==> config.mk <==
export PLATFORM = sky130hd
export DESIGN_NAME = brb_ptr
export DESIGN_NICKNAME = d
export VERILOG_FILES = /design/src/design/brb_pkg.sv /design/src/design/brb_ptr.sv
export SDC_FILE = /design/constraint.sdc
export NUM_CORES = 1
export LEC_CHECK = 0
export BUFFER_PORTS_ARGS = -buffer_cell sky130_fd_sc_hd__buf_2
export CELL_PAD_IN_SITES_DETAIL_PLACEMENT = 1
export CELL_PAD_IN_SITES_GLOBAL_PLACEMENT = 2
export CORE_MARGIN = 10
export CORE_UTILIZATION = 37
export CTS_BUF_LIST = sky130_fd_sc_hd__clkbuf_4
export DETAILED_ROUTE_END_ITERATION = 16
export PLACE_DENSITY_LB_ADDON = 0.08
export SETUP_SLACK_MARGIN = 0.05
export SLEW_MARGIN = 30
export SYNTH_ARGS = -nofsm -noshare
export SYNTH_HDL_FRONTEND = slang
export SYNTH_SLANG_ARGS = --single-unit
==> constraint.sdc <==
create_clock -name clock -period 21.8 [get_ports clock]
set_input_delay 4.36 -clock clock [delete_from_list [all_inputs] [get_ports clock]]
set_output_delay 4.36 -clock clock [all_outputs]
set_load 0.05 [all_outputs]
==> src/design/brb_pkg.sv <==
// Shared types and codes for the byte ring buffer.
`timescale 1ns / 1ps

package brb_pkg;

   // Operation codes carried by a request word
   typedef enum logic [2:0] {
      MODE_PUSH  = 3'd0,
      MODE_POP   = 3'd1,
      MODE_PEEK  = 3'd2,
      MODE_POKE  = 3'd3,
      MODE_SKIP  = 3'd4,
      MODE_CLEAR = 3'd5
   } mode_type;

   // Completion codes carried by a response word
   typedef enum logic [1:0] {
      ST_OK    = 2'd0,
      ST_FULL  = 2'd1,
      ST_EMPTY = 2'd2,
      ST_RANGE = 2'd3
   } status_type;

   // One request word as latched by the controller
   typedef struct packed {
      mode_type    mode;
      logic [7:0]  write_byte;
      logic [11:0] offset;
      logic [12:0] skip_count;
   } item_type;

   // Outcome of one operation, passed from the pointer unit to the controller
   typedef struct packed {
      status_type  status;
      logic        rd_ok;
      logic [11:0] avail;
      logic [11:0] free;
   } outcome_type;

endpackage

==> src/design/brb_ptr.sv <==
// Pointer unit: capacity register, head and tail pointers, fill count and status.
`timescale 1ns / 1ps

module brb_ptr
   import brb_pkg::*;
#(
   parameter int DEPTH = 4096,
   parameter int AW    = $clog2(DEPTH)
) (
   input  logic              clock,
   input  logic              reset,
   input  logic              csr_wr_en,
   input  logic [12:0]       csr_wr_data,
   input  logic              exec,
   input  item_type          item,
   output logic              mem_we,
   output logic [AW-1:0]     mem_addr,
   output outcome_type       outcome
);

   localparam int CW = $clog2(DEPTH + 1);
   localparam int EW = ((CW > 13) ? CW : 13) + 1;

   logic [CW-1:0] cap_ff, cap_in;
   logic [AW-1:0] head_ff, head_in;
   logic [AW-1:0] tail_ff, tail_in;
   logic [AW-1:0] avail_ff, avail_in;

   logic [EW-1:0] cap_e, avail_e, addend_e, sum_e, pos_e, wr_e, clamp_e;
   logic [AW-1:0] head_inc, tail_inc, pos;

   assign cap_e   = EW'(cap_ff);
   assign avail_e = EW'(avail_ff);

   // Share one adder between peek/poke position and skip target
   assign addend_e = (item.mode == MODE_SKIP) ? EW'(item.skip_count) : EW'(item.offset);
   assign sum_e    = EW'(head_ff) + addend_e;
   assign pos_e    = (sum_e >= cap_e) ? (sum_e - cap_e) : sum_e;
   assign pos      = pos_e[AW-1:0];

   // Advance pointers by one with wrap at the capacity
   assign head_inc = (CW'(head_ff) == (cap_ff - 1'b1)) ? '0 : (head_ff + 1'b1);
   assign tail_inc = (CW'(tail_ff) == (cap_ff - 1'b1)) ? '0 : (tail_ff + 1'b1);

   // Clamp a written capacity into the legal range
   assign wr_e    = EW'(csr_wr_data);
   assign clamp_e = (wr_e < EW'(2)) ? EW'(2) :
                    ((wr_e > EW'(DEPTH)) ? EW'(DEPTH) : wr_e);

   always_comb begin
      cap_in          = cap_ff;
      head_in         = head_ff;
      tail_in         = tail_ff;
      avail_in        = avail_ff;
      mem_we          = 1'b0;
      mem_addr        = pos;
      outcome.status  = ST_OK;
      outcome.rd_ok   = 1'b0;

      if (csr_wr_en) begin
         // Resize implies a clear
         cap_in   = clamp_e[CW-1:0];
         head_in  = '0;
         tail_in  = '0;
         avail_in = '0;
      end else if (exec) begin
         unique case (item.mode)
            MODE_PUSH: begin
               if ((avail_e + EW'(1)) == cap_e) begin
                  outcome.status = ST_FULL;
               end else begin
                  mem_we   = 1'b1;
                  mem_addr = tail_ff;
                  tail_in  = tail_inc;
                  avail_in = avail_ff + 1'b1;
               end
            end
            MODE_POP: begin
               if (avail_ff == '0) begin
                  outcome.status = ST_EMPTY;
               end else begin
                  mem_addr      = head_ff;
                  outcome.rd_ok = 1'b1;
                  head_in       = head_inc;
                  avail_in      = avail_ff - 1'b1;
               end
            end
            MODE_PEEK, MODE_POKE: begin
               if (EW'(item.offset) >= avail_e) begin
                  outcome.status = ST_RANGE;
               end else if (item.mode == MODE_PEEK) begin
                  outcome.rd_ok = 1'b1;
               end else begin
                  mem_we = 1'b1;
               end
            end
            MODE_SKIP: begin
               if (item.skip_count == '0) begin
                  outcome.status = ST_RANGE;
               end else if (EW'(item.skip_count) > avail_e) begin
                  outcome.status = ST_EMPTY;
               end else begin
                  head_in  = pos;
                  avail_in = avail_ff - AW'(item.skip_count);
               end
            end
            MODE_CLEAR: begin
               head_in  = '0;
               tail_in  = '0;
               avail_in = '0;
            end
            default: begin
               // Unused codes leave everything unchanged
            end
         endcase
      end

      // Report fill counts after the operation
      outcome.avail = 12'(avail_in);
      outcome.free  = 12'(cap_e - EW'(avail_in) - EW'(1));
   end

   always_ff @(posedge clock) begin
      if (reset) begin
         cap_ff   <= CW'(DEPTH);
         head_ff  <= '0;
         tail_ff  <= '0;
         avail_ff <= '0;
      end else begin
         cap_ff   <= cap_in;
         head_ff  <= head_in;
         tail_ff  <= tail_in;
         avail_ff <= avail_in;
      end
   end

endmodule

; ---- Word-level counts from Yosys, hierarchy flattened
; Index checks and enable logic that the tools add are counted.
[word_totals]
register_bits = 49
input_bits = 53
out_inout_bits = 40
wordCells = 83
[op_classes]
n_eq_ne = 12
n_lt_le_gt_ge = 5
reduce_logical = 9
add_sub_neg = 11
n_mux = 42
[op_table]
columns = op, n
row1 = 12-bit two-way mux, 17
row2 = 12-bit one-hot mux with 2 select lines, 2
row3 = 12-bit one-hot mux with 4 select lines, 1
row4 = 13-bit two-way mux, 3
row5 = 12-bit by 1-bit adder with 12-bit output (second input constant), 3
row6 = 12-bit one-hot mux with 3 select lines, 1
row7 = 12-bit subtractor, 3
row8 = 12-bit by 13-bit == test with 1-bit output, 2
row9 = 12-bit by 1-bit subtractor with 12-bit output (second input constant), 2
row10 = 12-bit by 13-bit adder with 14-bit output, 1
row11 = 14-bit by 13-bit >= comparator with 1-bit output, 1
row12 = 12-bit by 1-bit adder with 13-bit output (second input constant), 1
row13 = 13-bit == test, 1
row14 = 13-bit by 12-bit > comparator with 1-bit output, 1
row15 = 13-bit > comparator (second input constant), 1
row16 = 13-bit zero test, 1
row17 = 13-bit by 2-bit less-than comparator with 1-bit output (second input constant), 1
row18 = 13-bit by 1-bit subtractor with 13-bit output (second input constant), 1
row19 = 12-bit >= comparator, 1
row20 = 12-bit zero test, 1
row21 = 1-bit two-way mux, 9
row22 = 2-bit two-way mux, 4
row23 = 2-bit != test (second input constant), 4
row24 = 2-bit one-hot mux with 4 select lines, 1
row25 = 11 further kinds, 16

; ---- Logic depth before layout (Yosys ltp)
[logic_depth]
ltp_word = 9
mapped_depth = 26
depth_no_buf = 22

; ---- Worst setup path before layout
; No wires, ideal clock.
[synth_timing]
path_type = input-to-output
from = in item[33] in the netlist's numbering
to = out mem_addr[11]
n_path_buf = 5
path_stages = 25
setup_slack_ns = 7.718
arrival_time_ns = 9.722
required_ns = 17.440
path_cell_list = clkbuf_1 > nor2_1 > nand2_1 > clkbuf_1 > buf_1 > nand2_1 > o21ai_0 > ha_1 > nor2b_1 > o21ai_0 > a21oi_1 > nand3b_1 > a2111o_1 > nand3_1 > ha_1 > nand4_1 > nor2_1 > a41o_1 > o31a_1 > or4_1 > clkbuf_1 > buf_2 > nor3_1 > nor2_1 > o22ai_1
[synth_between]
elab_chain_cells = 9
elab_cells_between_ends = 13
cone_classes = add/sub (2) / order compare (1) / eq/ne (2) / mux (7) / reduce/logical (1)
[synth_lines]
columns = item, line
row1 = "start, declared", brb_ptr.sv:15  ; input item_type item,
row2 = 3-bit == test, brb_ptr.sv:36  ; assign addend_e = (item.mode == MODE_SKIP) ? EW'(item.skip_count) : EW'(item.offset);
row3 = 13-bit two-way mux, brb_ptr.sv:36
row4 = 12-bit by 13-bit adder with 14-bit output, brb_ptr.sv:37  ; assign sum_e = EW'(head_ff) + addend_e;
row5 = 12-bit subtractor or 14-bit by 13-bit >= comparator with 1-bit output (tied branches), brb_ptr.sv:38  ; assign pos_e = (sum_e >= cap_e) ? (sum_e - cap_e) : sum_e;
row6 = 12-bit two-way mux, brb_ptr.sv:38
row7 = 12-bit two-way mux (on tied branches), "brb_ptr.sv:79, brb_ptr.sv:69"
row8 = 12-bit one-hot mux with 2 select lines, brb_ptr.sv:67  ; unique case (item.mode)
row9 = 12-bit two-way mux, brb_ptr.sv:66  ; end else if (exec) begin
row10 = 12-bit two-way mux *, brb_ptr.sv:60  ; if (csr_wr_en) begin
row11 = "end, declared", brb_ptr.sv:17  ; output logic [AW-1:0] mem_addr,
; Mark *: on every way between the ends. The rest lies on a longest branch, timed or not.

; ---- Final worst setup path
[layout_timing]
from = in item[34] in the netlist's numbering
to = out mem_addr[10]
; The elaborated chain is that of the path after synthesis.

==> impl_metrics.json <==
{
  "crit-reg2reg-launch": "head_ff[0]$_SDFFE_PP0P_",
  "ys_seq_area_share_pct": 12.6,
  "worst-endpoint-arrival_ns": 10.21,
  "antenna_found_initial": 0,
  "postSynth.topFlopCell": "sky130_fd_sc_hd__dfxtp_1",
  "edff_count_synth": 0,
  "synth_top_area_share_pct": 12.6,
  "asyncSetResetFlopFracSynth_pct": 0,
  "grt_pass1_vias": 8646,
  "cts_max_path_bufs": 2,
  "layout.filler_cells": 2683,
  "die_area_sq_um": 27200,
  "timing.hold.worst.start": "tail_ff[1]$_SDFFE_PP0P_",
  "totalNegativeSetupSlack_ns": 0,
  "global_route.overflow_total": 0,
  "hpwlAfterDp_mm": 25.5,
  "setup_viols_final": 0,
  "syn-instance-count": 1114,
  "stdcell_count": 1421,
  "final_antenna_net_count": 0,
  "hold_class": "flip-flop to flip-flop",
  "final.period_utilization_pct": 66.8,
  "detail_route.wl_per_cell_um": 22.1,
  "synthMostInstantiatedCell": "sky130_fd_sc_hd__nand2_1",
  "result_of_the_run": "complete, no violations",
  "timing_worst_setup_path_type": "input pin to output pin",
  "drt_wl_total_mm": 31.4,
  "worstHoldEndpoint": "tail_ff[1]$_SDFFE_PP0P_",
  "detailroute.via_count": 8537,
  "number_of_detailed_routing_iterations_run_before_antenna_repair": 5,
  "post_cts.repair.setup_buffers": 0,
  "worst_clock_skew_ns": 0.0179,
  "postCtsResizedCells": 0,
  "startpoint_type": "input pin",
  "post_route_cells_drive_above_1_share_pct": 11.2,
  "synth_seq_cells": 49,
  "finalMaxSlewViolations": 0,
  "synth_warnings": 0,
  "max_cap_violations": 0,
  "drc_errors": 0,
  "yosysUniqueCellTypes": 75,
  "initialDrtViolationCount": 507,
  "die_h_um": 165,
  "synth_largest_area_cell": "sky130_fd_sc_hd__dfxtp_1",
  "vdd.ir_drop.worst_uv": 35.9,
  "gpl.final_weighted_congestion": 0.900,
  "timing.hold.worst_path_depth": 2,
  "avgSynthCellArea_sq_um": 6.97,
  "clkLatencyLatePin_ns": 0.44,
  "syn_nets": 1248,
  "dpl.cell_count": 1413,
  "grt_max_degree": 36,
  "multiInputGateArea_sq_um": 6200,
  "worst_tran_pin_value_ns": 0.889,
  "fin_nets": 1284,
  "num_io_pins": 93,
  "post_synth_most_frequent_cells": "sky130_fd_sc_hd__nand2_1 (101), sky130_fd_sc_hd__inv_1 (78), sky130_fd_sc_hd__a21oi_1 (77), sky130_fd_sc_hd__ha_1 (77), sky130_fd_sc_hd__nor2_1 (74)",
  "finalHoldViolations": 0,
  "end_kind": "output pin",
  "tritoncts": "built",
  "ff2ff_path_depth": 16,
  "power.static_leakage_nw": 3.23,
  "holdBufCountCts": 0,
  "antenna_cells": 0,
  "r2r_setup_slack_ns": 16.73,
  "grt_setup_unrepaired": "false",
  "timing.slew.headroom_pct": 40.0,
  "power-per-cell-area_nw_per_um2": 38.8,
  "clkSinkCount": 49,
  "cp.required_ns": 17.44,
  "clock_tree.root_cell": "sky130_fd_sc_hd__clkbuf_4",
  "ff_latch_area_sq_um": 981,
  "path_max_fanout": 33,
  "global_route.usage.total_pct": 22.5,
  "drt-vias-per-instance": 6.01,
  "mappedNetlistArea_sq_um": 7760,
  "critical_path.reg2reg.endpoint": "head_ff[3]$_SDFFE_PP0P_",
  "cts_buffers": 5,
  "maxClockFrequency_mhz": 68.6,
  "grt_pass1_wl_mm": 48.3,
  "initial_utilization_pct": 38.0,
  "yosys-top-cells-area": "sky130_fd_sc_hd__dfxtp_1 (13%), sky130_fd_sc_hd__ha_1 (12%), sky130_fd_sc_hd__xnor2_1 (5.4%)",
  "cts.htree.levels": 2,
  "fin_crit_ns": 14.57,
  "die-width_um": 165,
  "std_cell_rows": 52,
  "fp.coreArea_sq_um": 20400,
  "clk_pin_slew_worst_paths_ns": 0.19,
  "io_buffers": 84,
  "growth_of_design_area_from_synthesis_to_finish_pct": 8.11
}
==> layer usage <==
metal | vias to the layer above | global-route usage (%) | share of wire [%]
met1 | 4160 | 27.6 | 44
li1 | 4191 | - | -
met4 | 0 | 6.84 | 2.6
met2 | 147 | 40.6 | 51
met3 | 39 | 2.17 | 3.2
met5 | - | 0 | 0
==> cells in the final DEF, fill, tap and decap left out, drive strengths merged, types with 5 or more instances in the layout <==
| master | count |
|---|---|
| or4 | 8 |
| a21o | 18 |
| a22oi | 15 |
| buf | 95 |
| nor3 | 56 |
| o41ai | 5 |
| or2 | 7 |
| a31oi | 21 |
| inv | 80 |
| nand3 | 42 |
| dfxtp | 49 |
| o21a | 16 |
| o31a | 6 |
| nor4 | 18 |
| o22ai | 22 |
| a21oi | 79 |
| or3 | 9 |
| o211ai | 14 |
| a211oi | 12 |
| a211o | 5 |
| nand2b | 12 |
| mux2i | 6 |
| xnor2 | 48 |
| nor2b | 13 |
| nor2 | 74 |
| ha | 77 |
| nand2 | 101 |
| and4 | 6 |
| nor3b | 8 |
| o21bai | 6 |
| o311ai | 7 |
| o31ai | 8 |
| xor2 | 25 |
| nand4 | 22 |
| clkbuf | 5 |
| o21ai | 73 |
| and3 | 13 |
| and2 | 7 |
==> power by group <==
group / switching, W / leakage, nW / total (W) / internal (W)
clock network: 0.0000392 / 0.0377 / 0.0000532 / 0.0000141
logic: 0.000118 / 2.80 / 0.000176 / 0.0000580
registers: 0.00000523 / 0.396 / 0.0000964 / 0.0000912
total: 0.000162 / 3.23 / 0.000325 / 0.000163
==> state kept, by name (all words and copies together), names as in the netlist <==
register,count
head_ff,12
avail_ff,12
cap_ff,13
tail_ff,12
==> worst max-delay path, stage by stage <==
cell	delay, ns
sky130_fd_sc_hd__buf_2	0.16
sky130_fd_sc_hd__nor2_1	0.25
sky130_fd_sc_hd__nand2_1	0.08
sky130_fd_sc_hd__buf_4	0.26
sky130_fd_sc_hd__o21ai_0	0.51
sky130_fd_sc_hd__ha_1	0.36
sky130_fd_sc_hd__nor2b_1	0.13
sky130_fd_sc_hd__o21ai_0	0.23
sky130_fd_sc_hd__a21oi_1	0.13
sky130_fd_sc_hd__nand3b_1	0.25
sky130_fd_sc_hd__a2111o_1	0.43
sky130_fd_sc_hd__nand3_1	0.13
sky130_fd_sc_hd__ha_1	0.31
sky130_fd_sc_hd__nand4_1	0.10
sky130_fd_sc_hd__nor2_1	0.05
sky130_fd_sc_hd__a41o_1	0.24
sky130_fd_sc_hd__o31a_1	0.29
sky130_fd_sc_hd__or4_1	0.86
sky130_fd_sc_hd__a31oi_1	0.36
sky130_fd_sc_hd__o21ai_0	0.18
sky130_fd_sc_hd__o21ai_0	0.18
sky130_fd_sc_hd__buf_2	0.34
==> area by class of cell <==
type	count	share of cell area, %
clock inverters	3	0.343
inverters	80	3.58
flip-flops and latches	49	11.7
well taps	270	4.03
multi-input cells	919	73.9
clock buffers	5	0.447
repair buffers	95	6.00
==> through the flow <==
stage                     util, %  hold slack [ns]  instance area (sq um)  setup WS, ns  total power [W]
after detailed placement     40.7            0.546                   8320          7.28         0.000273
after global routing         41.1            0.589                   8390          6.82         0.000345
after global placement       40.7            0.534                   8320          7.29         0.000271
final                        41.1            0.570                   8390          7.23         0.000325
after CTS                    41.0            0.568                   8390          7.25         0.000326
after floorplan                 -            0.494                   7760          7.72         0.000226
==> worst max-delay path by stage <==
stage | start | endpoint | slack (ns) | cells past startpoint
after floorplan | item[33] | mem_addr[11] | 7.72 | 25
after detailed placement | item[34] | mem_addr[10] | 7.28 | 22
after global placement | item[34] | mem_addr[10] | 7.29 | 22
final | item[34] | mem_addr[10] | 7.23 | 22
after CTS | item[34] | mem_addr[10] | 7.25 | 22
after global routing | item[34] | mem_addr[10] | 6.82 | 22
==> logic make-up (layout without fill, tap and decap cells) <==
family,count (synthesis),in the layout,synth area share [%]
and+or+nand+nor,402,402,25.9
AOI/OAI and AO/OA,351,351,30.0
buffers and inverters,146,183,7.67
adders and majority gates,81,81,13.4
xor gates and xnor gates,76,76,9.11
DFF,49,49,12.6
muxes,9,9,1.21
(Power assumes the default switching activity.)
